<file path="config.mk">
export PLATFORM = sky130hd
export DESIGN_NAME = variable_record_ring_log
export DESIGN_NICKNAME = d
export VERILOG_FILES = /design/src/hdl/vrrl_pkg.sv /design/src/hdl/vrrl_pos_unit.sv /design/src/hdl/vrrl_store.sv /design/src/hdl/variable_record_ring_log.sv
export SDC_FILE = /design/constraint.sdc
export NUM_CORES = 1
export LEC_CHECK = 0
export ABC_AREA = 1
export BUFFER_PORTS_ARGS = -buffer_cell sky130_fd_sc_hd__buf_2
export CORE_MARGIN = 10
export CORE_UTILIZATION = 60
export CTS_CLUSTER_DIAMETER = 60
export CTS_CLUSTER_SIZE = 12
export DETAILED_ROUTE_END_ITERATION = 10
export GPL_TIMING_DRIVEN = 0
export PLACE_DENSITY = 0.81
export SLEW_MARGIN = 10
export SYNTH_ARGS = -nofsm -noshare
export SYNTH_HDL_FRONTEND = slang
export SYNTH_HIERARCHICAL = 1
export SYNTH_SLANG_ARGS = --single-unit
</file>
<file path="constraint.sdc">
create_clock -name i_clk -period 13.5 [get_ports i_clk]
set_input_delay 0 -clock i_clk [delete_from_list [all_inputs] [get_ports i_clk]]
set_output_delay 0 -clock i_clk [all_outputs]
set_load 0.01 [all_outputs]
</file>
<file path="src/hdl/vrrl_pkg.sv">
`timescale 1ns / 1ps
// ----------------------------------------------------------------------------
// Record ring log package
// Types, constants and small helpers shared by the record ring log modules.
// ----------------------------------------------------------------------------
package vrrl_pkg;

    localparam int STORE_BYTES_DEF = 16;
    localparam int MAX_RESULTS     = 16;
    localparam int FOUND_W         = $clog2(MAX_RESULTS + 1);

    localparam logic CMD_APPEND = 1'b0;
    localparam logic CMD_DUMP   = 1'b1;

    // A head tag of zero marks a byte where no record starts.
    localparam logic [2:0] TAG_NONE     = 3'd0;
    localparam logic [2:0] TAG_MAX_LIVE = 3'd4;

    typedef enum logic [2:0] {
        ST_IDLE,
        ST_APPEND,
        ST_WALK_RD,
        ST_WALK_CHK,
        ST_GATHER_RD,
        ST_GATHER_CAP,
        ST_STORE,
        ST_FINISH
    } t_state;

    typedef struct packed {
        logic [7:0] data;
        logic [2:0] tag;
    } t_rd_data;

    // Record length in bytes minus one.
    function automatic logic [2:0] len_m1(input logic [1:0] code);
        logic [2:0] res;
        case (code)
            2'd0:    res = 3'd0;
            2'd1:    res = 3'd1;
            2'd2:    res = 3'd3;
            default: res = 3'd7;
        endcase
        return res;
    endfunction

    // Record length in bytes.
    function automatic logic [3:0] rec_len(input logic [1:0] code);
        return {1'b0, len_m1(code)} + 4'd1;
    endfunction

endpackage

</file>
<file path="src/hdl/vrrl_pos_unit.sv">
`timescale 1ns / 1ps
// ----------------------------------------------------------------------------
// Ring position adder
// Adds an offset to a store position and folds the sum back into the ring.
// ----------------------------------------------------------------------------
module vrrl_pos_unit #(
    parameter int STORE_BYTES = vrrl_pkg::STORE_BYTES_DEF,
    parameter int AW          = $clog2(STORE_BYTES)
) (
    input  logic [AW-1:0] i_base,
    input  logic [AW:0]   i_off,
    output logic [AW-1:0] o_pos
);

    localparam logic [AW:0] DEPTH = (AW + 1)'(STORE_BYTES);

    logic [AW:0] w_sum;
    logic [AW:0] w_fold;

    // The sum stays below twice the depth, so one subtract folds it.
    always_comb begin
        w_sum  = {1'b0, i_base} + i_off;
        w_fold = (w_sum >= DEPTH) ? (w_sum - DEPTH) : w_sum;
        o_pos  = w_fold[AW-1:0];
    end

endmodule

</file>
<file path="src/hdl/vrrl_store.sv">
`timescale 1ns / 1ps
// ----------------------------------------------------------------------------
// Byte and tag store
// Single write, single registered read memory of bytes with head tags.
// ----------------------------------------------------------------------------
module vrrl_store #(
    parameter int STORE_BYTES = vrrl_pkg::STORE_BYTES_DEF,
    parameter int AW          = $clog2(STORE_BYTES)
) (
    input  logic               i_clk,
    input  logic               i_rst_n,
    input  logic               i_wr_en,
    input  logic [AW-1:0]      i_wr_addr,
    input  logic [7:0]         i_wr_byte,
    input  logic [2:0]         i_wr_tag,
    input  logic [AW-1:0]      i_rd_addr,
    output vrrl_pkg::t_rd_data o_rd
);

    logic [7:0]             r_byte_mem [STORE_BYTES];
    logic [2:0]             r_tag_mem  [STORE_BYTES];
    logic [STORE_BYTES-1:0] r_vld;
    vrrl_pkg::t_rd_data     r_rd;

    always_ff @(posedge i_clk) begin
        if (i_wr_en) begin
            r_byte_mem[i_wr_addr] <= i_wr_byte;
            r_tag_mem[i_wr_addr]  <= i_wr_tag;
        end
        r_rd.data <= r_byte_mem[i_rd_addr];
        r_rd.tag  <= r_vld[i_rd_addr] ? r_tag_mem[i_rd_addr] : vrrl_pkg::TAG_NONE;
    end

    // Tags read as empty until their entry has been written once.
    always_ff @(posedge i_clk) begin
        if (!i_rst_n) begin
            r_vld <= '0;
        end else if (i_wr_en) begin
            r_vld[i_wr_addr] <= 1'b1;
        end
    end

    assign o_rd = r_rd;

endmodule

</file>
<file path="src/hdl/variable_record_ring_log.sv">
`timescale 1ns / 1ps
// ----------------------------------------------------------------------------
// Variable length record ring log
// Circular byte log of 1, 2, 4 and 8 byte records with append and dump.
// ----------------------------------------------------------------------------
// The block holds STORE_BYTES bytes in a ring with a head tag per byte. An
// append item (command 0) writes its record little-endian one byte per cycle,
// wrapping at the end of the store, overwriting and untagging the oldest bytes;
// it produces no result. A dump item (command 1) walks the ring from the oldest
// byte up to the write position and emits every intact record in age order, at
// most sixteen, with is_last on the final one; an empty log yields a single
// result with no_record and is_last set. The walk reads the store one address
// at a time, stepping over untagged bytes one by one and gathering each record
// byte by byte, and it waits while the output register is stalled. One position
// adder that folds sums back into the ring serves all address generation. The
// input side is ready only while no item is in progress; results leave through
// an output register, so a finished dump can be followed by the next item while
// its last result still waits. The tag store is cleared at reset; no clearing
// pass is needed.
// ----------------------------------------------------------------------------
module variable_record_ring_log #(
    parameter int STORE_BYTES = vrrl_pkg::STORE_BYTES_DEF
) (
    input  logic        i_clk,
    input  logic        i_rst_n,
    input  logic        i_in_valid,
    output logic        o_in_ready,
    input  logic        i_command,
    input  logic [1:0]  i_size_code,
    input  logic [63:0] i_value,
    output logic        o_out_valid,
    input  logic        i_out_ready,
    output logic [63:0] o_record_value,
    output logic [1:0]  o_record_size_code,
    output logic        o_no_record,
    output logic        o_is_last
);

    localparam int AW = $clog2(STORE_BYTES);
    localparam int FW = vrrl_pkg::FOUND_W;
    localparam logic [AW:0]   DEPTH    = (AW + 1)'(STORE_BYTES);
    localparam logic [AW-1:0] LAST_POS = AW'(STORE_BYTES - 1);
    localparam logic [FW-1:0] MAX_REC  = FW'(vrrl_pkg::MAX_RESULTS);

    vrrl_pkg::t_state r_state, n_state;

    // Append and walk registers.
    logic [1:0]    r_code,    n_code;
    logic [63:0]   r_value,   n_value;
    logic [2:0]    r_k,       n_k;
    logic [AW-1:0] r_wp,      n_wp;
    logic          r_wrapped, n_wrapped;
    logic [AW-1:0] r_start,   n_start;
    logic [AW:0]   r_span,    n_span;
    logic [AW:0]   r_d,       n_d;
    logic [AW-1:0] r_pos,     n_pos;
    logic [FW-1:0] r_found,   n_found;

    // Record being gathered and the one found before it.
    logic [63:0]   r_cur_val,   n_cur_val;
    logic [1:0]    r_cur_code,  n_cur_code;
    logic [63:0]   r_pend_val,  n_pend_val;
    logic [1:0]    r_pend_code, n_pend_code;
    logic          r_have_pend, n_have_pend;

    // Output register.
    logic          r_out_valid, n_out_valid;
    logic [63:0]   r_out_value, n_out_value;
    logic [1:0]    r_out_code,  n_out_code;
    logic          r_out_none,  n_out_none;
    logic          r_out_last,  n_out_last;

    // Shared position adder and store ports.
    logic [AW-1:0]      w_base;
    logic [AW:0]        w_off;
    logic [AW-1:0]      w_pos;
    logic               w_wr_en;
    logic [7:0]         w_wr_byte;
    logic [2:0]         w_wr_tag;
    vrrl_pkg::t_rd_data w_rd;

    logic          w_accept;
    logic          w_out_free;
    logic [1:0]    w_tag_code;
    logic [AW:0]   w_rec_end;

    vrrl_pos_unit #(
        .STORE_BYTES (STORE_BYTES),
        .AW          (AW)
    ) u_pos (
        .i_base (w_base),
        .i_off  (w_off),
        .o_pos  (w_pos)
    );

    // Appends write at the write position; every read goes through the adder.
    vrrl_store #(
        .STORE_BYTES (STORE_BYTES),
        .AW          (AW)
    ) u_store (
        .i_clk     (i_clk),
        .i_rst_n   (i_rst_n),
        .i_wr_en   (w_wr_en),
        .i_wr_addr (r_wp),
        .i_wr_byte (w_wr_byte),
        .i_wr_tag  (w_wr_tag),
        .i_rd_addr (w_pos),
        .o_rd      (w_rd)
    );

    assign w_accept   = i_in_valid && o_in_ready;
    assign w_out_free = !r_out_valid || i_out_ready;
    assign w_tag_code = 2'(w_rd.tag - 3'd1);
    assign w_rec_end  = r_d + (AW + 1)'(vrrl_pkg::rec_len(w_tag_code));

    always_ff @(posedge i_clk) begin
        if (!i_rst_n) begin
            r_state <= vrrl_pkg::ST_IDLE;
        end else begin
            r_state <= n_state;
        end
    end

    always_comb begin
        n_state     = r_state;
        n_code      = r_code;
        n_value     = r_value;
        n_k         = r_k;
        n_wp        = r_wp;
        n_wrapped   = r_wrapped;
        n_start     = r_start;
        n_span      = r_span;
        n_d         = r_d;
        n_pos       = r_pos;
        n_found     = r_found;
        n_cur_val   = r_cur_val;
        n_cur_code  = r_cur_code;
        n_pend_val  = r_pend_val;
        n_pend_code = r_pend_code;
        n_have_pend = r_have_pend;
        n_out_valid = r_out_valid && !i_out_ready;
        n_out_value = r_out_value;
        n_out_code  = r_out_code;
        n_out_none  = r_out_none;
        n_out_last  = r_out_last;

        w_base    = r_wp;
        w_off     = '0;
        w_wr_en   = 1'b0;
        w_wr_byte = r_value[7:0];
        w_wr_tag  = (r_k == 3'd0) ? ({1'b0, r_code} + 3'd1) : vrrl_pkg::TAG_NONE;

        case (r_state)
            vrrl_pkg::ST_IDLE: begin
                if (w_accept) begin
                    if (i_command == vrrl_pkg::CMD_APPEND) begin
                        n_code  = i_size_code;
                        n_value = i_value;
                        n_k     = 3'd0;
                        n_state = vrrl_pkg::ST_APPEND;
                    end else begin
                        // Once wrapped, the oldest byte sits at the write position.
                        n_start     = r_wrapped ? r_wp : '0;
                        n_span      = r_wrapped ? DEPTH : {1'b0, r_wp};
                        n_d         = '0;
                        n_found     = '0;
                        n_have_pend = 1'b0;
                        n_state     = vrrl_pkg::ST_WALK_RD;
                    end
                end
            end
            vrrl_pkg::ST_APPEND: begin
                w_off   = (AW + 1)'(1);
                w_wr_en = 1'b1;
                n_wp    = w_pos;
                n_value = {8'h00, r_value[63:8]};
                n_k     = r_k + 3'd1;
                if (r_wp == LAST_POS) begin
                    n_wrapped = 1'b1;
                end
                if (r_k == vrrl_pkg::len_m1(r_code)) begin
                    n_state = vrrl_pkg::ST_IDLE;
                end
            end
            vrrl_pkg::ST_WALK_RD: begin
                w_base = r_start;
                w_off  = r_d;
                if (r_d >= r_span) begin
                    n_state = vrrl_pkg::ST_FINISH;
                end else begin
                    n_pos   = w_pos;
                    n_state = vrrl_pkg::ST_WALK_CHK;
                end
            end
            vrrl_pkg::ST_WALK_CHK: begin
                if (w_rd.tag == vrrl_pkg::TAG_NONE || w_rd.tag > vrrl_pkg::TAG_MAX_LIVE) begin
                    // Leftover byte of an overwritten record.
                    n_d     = r_d + (AW + 1)'(1);
                    n_state = vrrl_pkg::ST_WALK_RD;
                end else if (w_rec_end > r_span) begin
                    n_state = vrrl_pkg::ST_FINISH;
                end else begin
                    n_cur_code = w_tag_code;
                    n_cur_val  = {56'd0, w_rd.data};
                    n_k        = 3'd1;
                    n_state    = (w_tag_code == 2'd0) ? vrrl_pkg::ST_STORE
                                                      : vrrl_pkg::ST_GATHER_RD;
                end
            end
            vrrl_pkg::ST_GATHER_RD: begin
                w_base  = r_pos;
                w_off   = (AW + 1)'(r_k);
                n_state = vrrl_pkg::ST_GATHER_CAP;
            end
            vrrl_pkg::ST_GATHER_CAP: begin
                n_cur_val[{r_k, 3'b000} +: 8] = w_rd.data;
                n_k = r_k + 3'd1;
                n_state = (r_k == vrrl_pkg::len_m1(r_cur_code)) ? vrrl_pkg::ST_STORE
                                                                 : vrrl_pkg::ST_GATHER_RD;
            end
            vrrl_pkg::ST_STORE: begin
                // The previous record is known not to be last once another exists.
                if (!r_have_pend || w_out_free) begin
                    if (r_have_pend) begin
                        n_out_valid = 1'b1;
                        n_out_value = r_pend_val;
                        n_out_code  = r_pend_code;
                        n_out_none  = 1'b0;
                        n_out_last  = 1'b0;
                    end
                    n_pend_val  = r_cur_val;
                    n_pend_code = r_cur_code;
                    n_have_pend = 1'b1;
                    n_found     = r_found + FW'(1);
                    n_d         = r_d + (AW + 1)'(vrrl_pkg::rec_len(r_cur_code));
                    n_state     = (n_found == MAX_REC) ? vrrl_pkg::ST_FINISH
                                                       : vrrl_pkg::ST_WALK_RD;
                end
            end
            vrrl_pkg::ST_FINISH: begin
                if (w_out_free) begin
                    n_out_valid = 1'b1;
                    n_out_last  = 1'b1;
                    n_out_none  = !r_have_pend;
                    n_out_value = r_have_pend ? r_pend_val : 64'd0;
                    n_out_code  = r_have_pend ? r_pend_code : 2'd0;
                    n_state     = vrrl_pkg::ST_IDLE;
                end
            end
            default: begin
                n_state = vrrl_pkg::ST_IDLE;
            end
        endcase
    end

    always_ff @(posedge i_clk) begin
        if (!i_rst_n) begin
            r_wp        <= '0;
            r_wrapped   <= 1'b0;
            r_have_pend <= 1'b0;
            r_out_valid <= 1'b0;
        end else begin
            r_wp        <= n_wp;
            r_wrapped   <= n_wrapped;
            r_have_pend <= n_have_pend;
            r_out_valid <= n_out_valid;
        end
    end

    always_ff @(posedge i_clk) begin
        r_code      <= n_code;
        r_value     <= n_value;
        r_k         <= n_k;
        r_start     <= n_start;
        r_span      <= n_span;
        r_d         <= n_d;
        r_pos       <= n_pos;
        r_found     <= n_found;
        r_cur_val   <= n_cur_val;
        r_cur_code  <= n_cur_code;
        r_pend_val  <= n_pend_val;
        r_pend_code <= n_pend_code;
        r_out_value <= n_out_value;
        r_out_code  <= n_out_code;
        r_out_none  <= n_out_none;
        r_out_last  <= n_out_last;
    end

    assign o_in_ready         = (r_state == vrrl_pkg::ST_IDLE);
    assign o_out_valid        = r_out_valid;
    assign o_record_value     = r_out_value;
    assign o_record_size_code = r_out_code;
    assign o_no_record        = r_out_none;
    assign o_is_last          = r_out_last;

endmodule

</file>
-- Word-level counts from Yosys, hierarchy flattened
Memories as Yosys holds them, arrays and structs flattened. A register that Yosys moved wholly into a read port is not among the register bits.
Index checks and enable logic that the tools add are counted.
- flip-flop bits (word level): 318
- memories kept: 2
- RAM bits: 176
- input bits: 71
- shift operators: 2
- bitwise gates (word level): 5
- multiplexer cells: 74
- $lt $le $gt $ge: 7
- reductions and logical operators: 36
- eq/ne operators: 27
- $add $sub $neg: 12
- memories (name ; words ; width ; rd ports ; clocked after memory_dff ; wr ports ; line ; text):
    u_store.r_byte_mem ; 16 ; 8 ; 1 ; 1 ; 1 ; vrrl_store.sv:20 ; logic [7:0] r_byte_mem [STORE_BYTES];
    u_store.r_tag_mem ; 16 ; 3 ; 1 ; 1 ; 1 ; vrrl_store.sv:21 ; logic [2:0] r_tag_mem [STORE_BYTES];
- operators by type and width (operator ; number):
    64-bit two-way mux ; 8
    64-bit one-hot mux with 2 select lines ; 3
    64-bit bitwise mux ; 1
    8-bit by 8-bit variable shift with 64-bit output, first input constant ; 1
    8-bit by 8-bit variable part select with 64-bit output ; 1
    3-bit two-way mux ; 16
    3-bit one-hot mux with 3 select lines ; 4
    5-bit two-way mux ; 6
    5-bit one-hot mux with 3 select lines ; 2
    3-bit one-hot mux with 8 select lines ; 1
    2-bit two-way mux ; 8
    2-bit != test, second input constant ; 8
    16-bit OR ; 1
    1-bit two-way mux ; 15
    3-bit AND reduction ; 5
    3-bit == test, second input constant ; 4
    4-bit AND reduction ; 3
    5-bit by 1-bit adder with 5-bit output, second input constant ; 2
    5-bit by 4-bit adder with 5-bit output ; 2
    4-bit by 5-bit less-than comparator with 1-bit output, second input constant ; 2
    5-bit one-hot mux with 2 select lines ; 1
    5-bit AND reduction ; 2
    3-bit zero test ; 3
    3-bit by 1-bit adder with 4-bit output, second input constant ; 2
    34 further kinds ; 62

-- Depth between registers and ports, before layout
Gate-level depths: netlist of run 1.
- depth after elaboration: 9
- gate-level depth with buffers: 19

-- Cells and area by module
Netlist of run 1, hierarchy kept.
- modules (own cells, without submodules) (module ; seq. area each (µm²) ; cells each ; area an instance (µm²) ; instances):
    variable_record_ring_log ; 8968.6 ; 1177 ; 13028.7 ; 1
    vrrl_store ; 5825.6 ; 711 ; 8124.0 ; 1
    vrrl_pos_unit ; 0.0 ; 19 ; 122.6 ; 1

-- Worst setup path after synthesis of run 1
OpenSTA, ideal clock, no wires.
- path kind: register -> register
- start: register r_state[1]
- end: register r_out_last, in the netlist o_is_last, enable pin
- data required time: 13.006 ns
- path slack: 9.216 ns
- clock period less this slack: 4.284 ns
- arrival time: 3.790 ns
- path buffers: 1
- cell stages (with the launch flop): 8
- cell sequence: dfxtp_1 inv_2 nor2_4 nand2_1 buf_6 inv_1 a21oi_1 nor2_1
- word-level cells in the longest chain between the ends: 3
- elaborated cells between the ends (all ways): 7
- those cells by class: eq/ne: 5; reduce/logical: 2
- ends and longest elaborated chain (what ; line ; text):
    start: declaration ; variable_record_ring_log.sv:45 ; vrrl_pkg::t_state r_state, n_state;
    start signal: assignment ; variable_record_ring_log.sv:118 ; r_state <= vrrl_pkg::ST_IDLE;
    start signal: assignment ; variable_record_ring_log.sv:120 ; r_state <= n_state;
    3-bit == test ; variable_record_ring_log.sv:153 ; case (r_state)
    2-bit != test (no line) / 2-bit nonzero test (equally long branches) ; - ;
    4-bit AND reduction (no line) (*) ; - ;
    end signal: assignment ; variable_record_ring_log.sv:286 ; r_out_last <= n_out_last;
    end: declaration ; variable_record_ring_log.sv:71 ; logic r_out_last, n_out_last;
Mark *: on every way between the ends. The rest lies on a longest branch, timed or not.
A chain may end at the register's enable or synchronous reset.

-- Final worst setup path of run 1
- start: register r_state[1]
- end: register u_store/o_rd[9] (netlist name)
- word-level cells in the longest chain between the ends: 5
- elaborated cells between the ends (all ways): 9
- those cells by class: add/sub: 2; order compare: 1; eq/ne: 3; mux: 3
- ends and longest elaborated chain (what ; line ; text):
    3-bit == test / 3-bit by 2-bit == test with 1-bit output (equally long branches) ; variable_record_ring_log.sv:153 ;
    4-bit one-hot mux with 2 select lines (*) ; variable_record_ring_log.sv:153 ;
    via w_base[0] ; variable_record_ring_log.sv:74 ; logic [AW-1:0] w_base;
    4-bit by 5-bit adder with 5-bit output (*) ; vrrl_pos_unit.sv:22 ; w_sum = {1'b0, i_base} + i_off;
    4-bit by 1-bit subtractor with 4-bit output / 5-bit greater-or-equal comparator (equally long branches) ; vrrl_pos_unit.sv:23 ; w_fold = (w_sum >= DEPTH) ? (w_sum - DEPTH) : w_sum;
    4-bit two-way mux (*) ; vrrl_pos_unit.sv:23 ;
    via w_pos[2] ; variable_record_ring_log.sv:76 ; logic [AW-1:0] w_pos;
Mark *: on every way through the listed nets, which the timed path passes. The rest lies on a longest branch.

==> results of run 1 <==
## placed cells by master (no fill, tap or decap), types with 32 or more instances in the layout
| cell | instances |
|---|---|
| edfxtp_1 | 468 |
| nand2_1 | 359 |
| nor2_1 | 311 |
| inv_1 | 234 |
| buf_2 | 171 |
| o21ai_0 | 128 |
| nand3_1 | 84 |
| dlygate4sd3_1 | 72 |
| clkbuf_1 | 53 |
| a21oi_1 | 48 |
| clkbuf_16 | 48 |
| dfxtp_1 | 37 |
| ha_1 | 35 |
| o211ai_1 | 32 |
## stage by stage
step           cells  cell area [um^2]  hold slack (ns)   util  power, mW
6_report        2665             24800            0.231  0.711       5.91
3_3_place_gp    2501             22500            0.237  0.648       4.49
5_1_grt         2665             24800            0.207  0.711       6.23
3_5_place_dp    2506             22700            0.232  0.651       4.60
2_1_floorplan   1906             21300           0.0976      -       3.80
4_1_cts         2665             24700            0.191  0.711       5.84
## critical path, delay by kind of cell (launching register included)
family	cells	cell delay, ns
flops	1	0.34
buf+inv	4	1.13
compound gates	1	0.25
xor+xnor	1	0.20
simple gates	7	1.14
fa+ha+maj	2	0.60
## power groups by stage
stage	Clock, mW	Combinational (mW)	Sequential [mW]
final	1.20	2.51	2.20
after global routing	1.29	2.73	2.22
after CTS	1.22	2.42	2.19
after detailed placement	0	2.38	2.22
after global placement	0	2.27	2.22
after floorplan	0	1.63	2.17
## worst paths after layout
kind,endpoint,slack (ns),depth (start not counted)
max reg2reg,u_store/o_rd[9],9.72,15
min,r_code[1],0.23,2
max,u_store/o_rd[9],9.72,15
min reg2reg,r_pend_val[6],0.42,0
## routing by layer
metal / vias up / wire [um] / GRT usage
li1: 6901 / - / -
met1: 6932 / 18000 / 0.265
met2: 841 / 24700 / 0.383
met3: 128 / 4920 / 0.0460
met4: 0 / 1670 / 0.0872
met5: - / 0 / 0
## layout make-up
| cell class | count | area [um^2] | share of cell area |
|---|---|---|---|
| Clock inverter | 5 | 40.0 | 0.00162 |
| Multi-Input combinational cell | 1081 | 5140 | 0.208 |
| Tap cell | 455 | 569 | 0.0230 |
| Inverter | 246 | 926 | 0.0374 |
| Timing Repair Buffer | 217 | 1530 | 0.0618 |
| Buffer | 74 | 422 | 0.0170 |
| Sequential cell | 505 | 14800 | 0.598 |
| Clock buffer | 82 | 1330 | 0.0537 |
## flip-flops by register name, indices dropped and copies added (netlist names), 5 cells and up
register / cells
o_record_value: 64
u_store/r_tag_mem: 48
r_value: 64
r_d: 5
r_span: 5
r_found: 5
r_cur_val: 64
r_pend_val: 64
u_store/r_vld: 16
u_store/r_byte_mem: 128
u_store/o_rd: 11
## repair_timing
| action | 4_1_cts | 5_1_grt |
|---|---|---|
| hold buffers | 72 | 0 |
| endpoints found under the hold margin | 84 | 0 |
| endpoints found under the setup margin | 0 | 0 |
==> results.cfg, run 1 <==
[worst_setup_path]
criticalPathCategory = reg -> reg
worstPathMaxFanout = 10
critPathLaunchType = flop
critPathLaunch = r_state[1]
slowest_delay_ns = 0.48
cp_cell_sequence = inv_2 > nand2_1 > nor2_1 > nor2_1 > nand2_1 > nand3_1 > ha_1 > fa_1 > xor2_1 > buf_2 > inv_1 > clkbuf_1 > o211ai_1 > nand3_1 > nand2_1
timing.rr.start = r_state[1]
endpoint_kind = flop
worst_path_most_repeated_cell = nand2_1
cp.arrival_ns = 4.22
critPathSlowestCell = clkbuf_1
critPathRequiredTime_ns = 13.94

[placed_design]
dpl_worst_slack_ns = 9.81
hpwl_mm = 32.5
routabilityCongestion = 0.931
port_buffers = 140

[power]
power_switching_mw = 2.44
leakagePower_nw = 10.0
power_density_mw_per_mm2 = 239
power_frac_comb = 0.424
power_frac_seq = 0.372
p_clk_frac = 0.204
ir_worst_vdd_mv = 0.134
swShare = 0.414
p_int_mw = 3.46

[global_routing]
grt_pass1_wl_mm = 77.5
grt_usage = 0.221
antenna_found_initial = 0
grt_max_degree = 48
grt_pass1_vias = 14681
grt-ovfl-total = 0

[sta]
fin_skew_ns = 0.0172
hold_viol_final = 0
setup-violations-final = 0
layout_setup_ws_ns = 9.72
rsz0062_at_grt = false
period_share = 0.280
fmax_mhz = 265
maxSlewHeadroom = 0.122
finalMaxSlewViolations = 0
fin_crit_ns = 3.78
timing.setup.tns_ns = 0
worstMarginPinSlew_ns = 1.31

[route]
drt_wl_total_mm = 49.3
via_per_inst = 5.55
drtPass1Iterations = 9
drtIter0Drc = 1559
dr_total_vias = 14802
ant_nets = 0
drcViolationCount = 0
routedWlPerCell_um = 18.5

[clock_network]
clk_latency_ns = 0.56
cts_resized = 0
cts_buffer_depth = 3
cts_tree = built
clk_pin_slew_ns = 0.06
cts_buffers = 48
h-tree-depth = 2
clock-sinks = 505
clockRootBuffer = clkbuf_16
post_cts_buffers = 0

[logic_synthesis]
synth.avg_cell_area_um2 = 11.2
syn_area_mm2 = 0.0213
yosysWarnings = 6
syn_nets = 2015
synthesis.instances = 1906

[flow_run]
drv_cap = 0

[min_path]
hold_class = in -> reg
holdCritStartpoint = i_size_code[1]

[floorplan]
rows = 68
initial_core_util = 0.611
fp.coreArea_mm2 = 0.0348
pin_count = 141
die_area_mm2 = 0.0434
fp.dieW_um = 208
die-height_um = 208

[status]
status = complete, no violations

[layout]
final_nets = 2282
fill_cells = 2273
antenna_cells = 0
syn_to_final_growth_pct = 16.4
layout-drive-gt1-share = 0.128
(Power assumes the default switching activity.)
==> run 2, diff against run 1 <==
--- a/config.mk
+++ b/config.mk
@@ -5,7 +5,7 @@
 export SDC_FILE = /design/constraint.sdc
 export NUM_CORES = 1
 export LEC_CHECK = 0
-export ABC_AREA = 1
+export ABC_AREA = 0
 export BUFFER_PORTS_ARGS = -buffer_cell sky130_fd_sc_hd__buf_2
 export CORE_MARGIN = 10
 export CORE_UTILIZATION = 60
==> constraint.sdc (replaced) <==
create_clock -name i_clk -period 3.9 [get_ports i_clk]
set_input_delay 0 -clock i_clk [delete_from_list [all_inputs] [get_ports i_clk]]
set_output_delay 0 -clock i_clk [all_outputs]
set_load 0.01 [all_outputs]
==> run 2 against run 1 <==
  * Die area is 3.5% lower
  * Largest cell class unchanged
  * Wire length is 11% lower
  * Register-to-register slack worse by 9.5 ns
  * Highest routed layer unchanged
  * Clock skew hardly changed
  * First-iteration DRC count is 25% lower
  * Area after synthesis is 3.8% lower
  * Critical path type unchanged
==> results.cfg, run 2 <==
[global_routing]
grt_max_degree = 65
antenna_found_initial = 0
grt-ovfl-total = 0
grt_pass1_wl_mm = 68.8
grt_usage = 0.209
grt_pass1_vias = 12525

[worst_setup_path]
worstPathMaxFanout = 10
critPathLaunchType = flop
cp_cell_sequence = clkbuf_4 > nor2_2 > nand2_2 > clkbuf_4 > buf_4 > o21ai_0 > ha_1 > fa_2 > xor2_1 > clkbuf_2 > buf_4 > mux4_2 > a22oi_1 > a31oi_1
criticalPathCategory = reg -> reg
critPathSlowestCell = fa_2
rrSetupSlack_ns = 0.18
timing.rr.start = r_state[1]
cp.arrival_ns = 4.13
worst_path_dominant_cell_family = buffers and inverters
critPathRequiredTime_ns = 4.31
endpoint_kind = flop
path_buf_inv = 5
rr_worst_depth = 14
timing.rr.end = u_store/o_rd[0]
slowest_delay_ns = 0.38

[sta]
timing.setup.tns_ns = 0
setup-violations-final = 0
fin_skew_ns = 0.0176
worstMarginPinSlew_ns = 1.28
period_share = 0.954
maxSlewHeadroom = 0.146
rsz0062_at_grt = false
fin_crit_ns = 3.72
finalMaxSlewViolations = 0
fmax_mhz = 269
hold_viol_final = 0

[floorplan]
fp.coreArea_mm2 = 0.0336
die-height_um = 205
pin_count = 141
rows = 67
die_area_mm2 = 0.0419
initial_core_util = 0.609
fp.dieW_um = 205

[placed_design]
port_buffers = 140
postPlaceCellArea_mm2 = 0.0219
hpwl_mm = 27.6
routabilityCongestion = 0.884

[power]
p_total_mw = 17.4
power_density_mw_per_mm2 = 721
leakagePower_nw = 8.71
ir_worst_vdd_mv = 0.447

[layout]
multi_input_area_mm2 = 0.00534
fin_util = 0.718
final_nets = 1754
antenna_cells = 0
final-seq-area_mm2 = 0.0148
regMostFlops = u_store/r_byte_mem
largest_reg_flops = 128
final_cell_mix = 468 x edfxtp_1, 247 x nand2_1, 149 x buf_2
fill_cells = 2046
layout-drive-gt1-share = 0.183
syn_to_final_growth_pct = 17.9
stdcell_area_mm2 = 0.0241
layout_commonest_cell = edfxtp_1

[route]
ant_nets = 0
via_per_inst = 5.79
drtIter0Drc = 1172
drtPass1Iterations = 5
dr_total_vias = 12283
routedWlPerCell_um = 20.8
drcViolationCount = 0
drt_wl_total_mm = 44.1

[min_path]
hold_class = in -> reg
holdCritStartpoint = i_size_code[0]
min_to = r_code[0]
hold_depth = 2

[clock_network]
clockRootBuffer = clkbuf_16
clk_latency_ns = 0.55
clock-sinks = 505
cts_buffers = 49
h-tree-depth = 2
cts_tree = built
cts_buffer_depth = 3
clk_pin_slew_ns = 0.06

[flow_run]
drv_cap = 0

[logic_synthesis]
synthesis.instances = 1373
syn_area_mm2 = 0.0205
yosysWarnings = 6
synth.avg_cell_area_um2 = 14.9
syn_nets = 1482

[status]
status = complete, no violations
==> run 2: stage by stage <==
stage	std cells	setup slack [ns]	hold WS [ns]
floorplan	1373	0.340	0.0989
global placement	1961	-0.860	0.179
detailed placement	1969	-0.994	0.181
CTS	2122	0.0202	0.145
global route	2123	0.00574	0.164
finish	2123	0.181	0.170
==> run 2: metal layers <==
metal | global-route usage | routed length, um
met5 | 0 | 0
met4 | 0.0735 | 1430
met3 | 0.0433 | 3970
met2 | 0.366 | 22300
met1 | 0.252 | 16400
==> run 2: worst max-delay path by stage <==
stage          startpoint               to  slack (ns)  depth (start not counted)
6_report       r_state[1]  u_store/o_rd[0]        0.18                         14
5_1_grt            r_d[0]    r_cur_val[46]       0.006                         13
4_1_cts        r_state[1]  u_store/o_rd[6]        0.02                         12
3_5_place_dp   r_state[1]  u_store/o_rd[6]       -0.99                         12
3_3_place_gp   r_state[1]  u_store/o_rd[6]       -0.86                         12
2_1_floorplan  r_state[1]  u_store/o_rd[6]        0.34                         12
==> run 2: final cells by class <==
type,count,area share
timing repair buffer,221,0.0643
sequential,505,0.613
tap,448,0.0232
buffer,71,0.0141
inverter,24,0.00373
clock inverter,3,0.00109
multi-input combinational,773,0.221
clock buffer,78,0.0589
==> run 2: timing repair <==
item	in CTS	in global routing
resized for setup	12	13
hold buffers	71	0
setup endpoints to repair	67	86
hold endpoints to repair	82	0
buffers inserted	1	1
pin swaps	1	1
==> run 2: power by group <==
part,internal [mW],switching (mW),total [mW]
Sequential,6.91,0.375,7.28
Combinational,2.41,3.35,5.76
Clock,2.48,1.87,4.35
==> run 3, diff against run 2 <==
--- a/config.mk
+++ b/config.mk
@@ -6,14 +6,14 @@
 export NUM_CORES = 1
 export LEC_CHECK = 0
 export ABC_AREA = 0
-export BUFFER_PORTS_ARGS = -buffer_cell sky130_fd_sc_hd__buf_2
 export CORE_MARGIN = 10
 export CORE_UTILIZATION = 60
 export CTS_CLUSTER_DIAMETER = 60
 export CTS_CLUSTER_SIZE = 12
 export DETAILED_ROUTE_END_ITERATION = 10
+export DONT_BUFFER_PORTS = 1
 export GPL_TIMING_DRIVEN = 0
-export PLACE_DENSITY = 0.81
+export PLACE_DENSITY = 0.78
 export SLEW_MARGIN = 10
 export SYNTH_ARGS = -nofsm -noshare
 export SYNTH_HDL_FRONTEND = slang
==> run 3 against run 2 <==
  * Global-route usage shrank 0.099 points
  * Hold slack got worse by 0.091 ns
  * Die area stayed put
  * Non-clock buffer count fell by 140
  * Clock power shrank 3%
  * Critical endpoint is now r_cur_val[12]
  * Highest routed layer unchanged
==> results.cfg, run 3 (synthesis gave the netlist of run 2 again) <==
[worst_setup_path]
endpoint_kind = flop
critPathRequiredTime_ns = 4.03
timing.rr.start = u_store/o_rd[0]
critPathLaunchType = flop
cp_cell_sequence = inv_1 > ha_1 > inv_1 > fa_1 > a21o_1 > nand2_1 > xnor2_1 > ha_1 > and3_1 > and3_1 > a31oi_1 > nand2b_1 > nand2_4
worstPathMaxFanout = 56
path_buf_inv = 2
cp-endpoint = r_cur_val[12]
critPathSlowestCell = nand2_4
worst_path_dominant_cell_family = simple AND/OR/NAND/NOR gates
criticalPathCategory = reg -> reg
rrSetupSlack_ns = 0.15
rr_worst_depth = 13
crit_cells = 13
cp.arrival_ns = 3.88
slowest_delay_ns = 0.46
critPathLaunch = u_store/o_rd[0]
timing.rr.end = r_cur_val[12]

[clock_network]
cts_buffers = 48
clk_pin_slew_ns = 0.06
clock-sinks = 505
clockRootBuffer = clkbuf_16
cts_buffer_depth = 3
clk_latency_ns = 0.56
cts_tree = built
h-tree-depth = 2

[route]
drtIter0Drc = 1045
drtPass1Iterations = 5
dr_total_vias = 11834
drcViolationCount = 0
routedWlPerCell_um = 21.9
ant_nets = 0
drt_wl_total_mm = 43.6
via_per_inst = 5.94

[placed_design]
port_buffers = 0
postPlaceCellArea_mm2 = 0.0212
routabilityCongestion = 0.871
dpl_worst_slack_ns = -0.911
dp.cells = 1829
hpwl_mm = 28.4

[sta]
hold_slack_ns = 0.0783
period_share = 0.962
fin_skew_ns = 0.0184
fin_crit_ns = 3.75
setup-violations-final = 0
hold_viol_final = 0
fmax_mhz = 267
worstMarginPinSlew_ns = 1.18
finalMaxSlewViolations = 0
timing.setup.tns_ns = 0
layout_setup_ws_ns = 0.150
rsz0062_at_grt = true
maxSlewHeadroom = 0.210

[layout]
final_cell_mix = 468 x edfxtp_1, 247 x nand2_1, 87 x and2_1
stdcell_area_mm2 = 0.0234
final_nets = 1613
regMostFlops = u_store/r_byte_mem
antenna_cells = 0
largest_reg_flops = 128
layout_commonest_cell = edfxtp_1
layoutNonFillerInstCount = 1991
layout-drive-gt1-share = 0.106
fill_cells = 2133
syn_to_final_growth_pct = 14.2

[min_path]
hold_class = in -> reg

[global_routing]
antenna_found_initial = 0
groute.layer.met1.usage = 0.254
grt-busiest-layer = met2
grt_usage = 0.208
use_met2 = 0.366
grt_pass1_vias = 12107
grt-ovfl-total = 0
grt_pass1_wl_mm = 68.1
grt_max_degree = 65
use_met3 = 0.0404

[floorplan]
fp.coreArea_mm2 = 0.0336
die-height_um = 205
initial_core_util = 0.609
die_area_mm2 = 0.0419
fp.dieW_um = 205
pin_count = 141
rows = 67

[flow_run]
drv_cap = 0

[power]
power_density_mw_per_mm2 = 737
ir_worst_vdd_mv = 0.480
leakagePower_nw = 8.12

[status]
status = complete, no violations
## run 3: changes by cell type in the layout (fill, tap and decap cells not counted), moves of 3 or more
cell,delta
clkbuf_1,+10
buf_2,-140
clkinv_8,+3
clkbuf_16,-5
## run 3: through the flow
step	utilization	total power, mW
2_1_floorplan	-	11.3
3_3_place_gp	0.625	12.6
3_5_place_dp	0.630	12.8
4_1_cts	0.694	17.2
5_1_grt	0.695	18.1
6_report	0.695	17.2
## run 3: power breakdown
part,total (mW),internal [mW],switching [mW]
logic,5.70,2.36,3.33
registers,7.31,6.91,0.397
clock network,4.21,2.33,1.89
total,17.2,11.6,5.62
## run 3: layout make-up
class / instances / area, um^2 / area share
buffer: 71 / 337 / 0.0144
clock buffer: 84 / 1340 / 0.0572
clock inverter: 5 / 61.3 / 0.00262
inverter: 24 / 90.1 / 0.00386
multi-input combinational: 773 / 5330 / 0.228
sequential: 505 / 14800 / 0.633
tap: 448 / 561 / 0.0240
timing repair buffer: 81 / 858 / 0.0367
## run 3: layer usage
layer | share of wire | vias up
met5 | 0 | -
met4 | 0.030 | 0
met3 | 0.077 | 92
met2 | 0.51 | 556
met1 | 0.38 | 5869
li1 | - | 5317
## run 3: how the worst min path moves through the flow
stage                               from         to  slack, ns  cells after the start
after global routing      i_size_code[1]  r_code[1]       0.08                      1
after detailed placement  i_size_code[1]  r_code[1]        0.1                      0
after floorplan           i_size_code[0]  r_code[0]        0.1                      0
after CTS                 i_size_code[1]  r_code[1]       0.06                      1
after global placement    i_size_code[1]  r_code[1]        0.1                      0
final                     i_size_code[0]  r_code[0]       0.08                      1
## run 3: worst reg2reg max path: stages, from the launching register on
cell	delay (ns)
dfxtp_1	0.37
inv_1	0.08
ha_1	0.27
inv_1	0.08
fa_1	0.43
a21o_1	0.18
nand2_1	0.08
xnor2_1	0.12
ha_1	0.27
and3_1	0.17
and3_1	0.17
a31oi_1	0.26
nand2b_1	0.35
nand2_4	0.47
## run 3: timing repair
item,in CTS,in global routing
endpoints found under the hold margin,90,0
buffers inserted,1,0
gates resized for setup,13,9
hold buffers,71,0
endpoints found under the setup margin,67,86
pin swaps,1,0
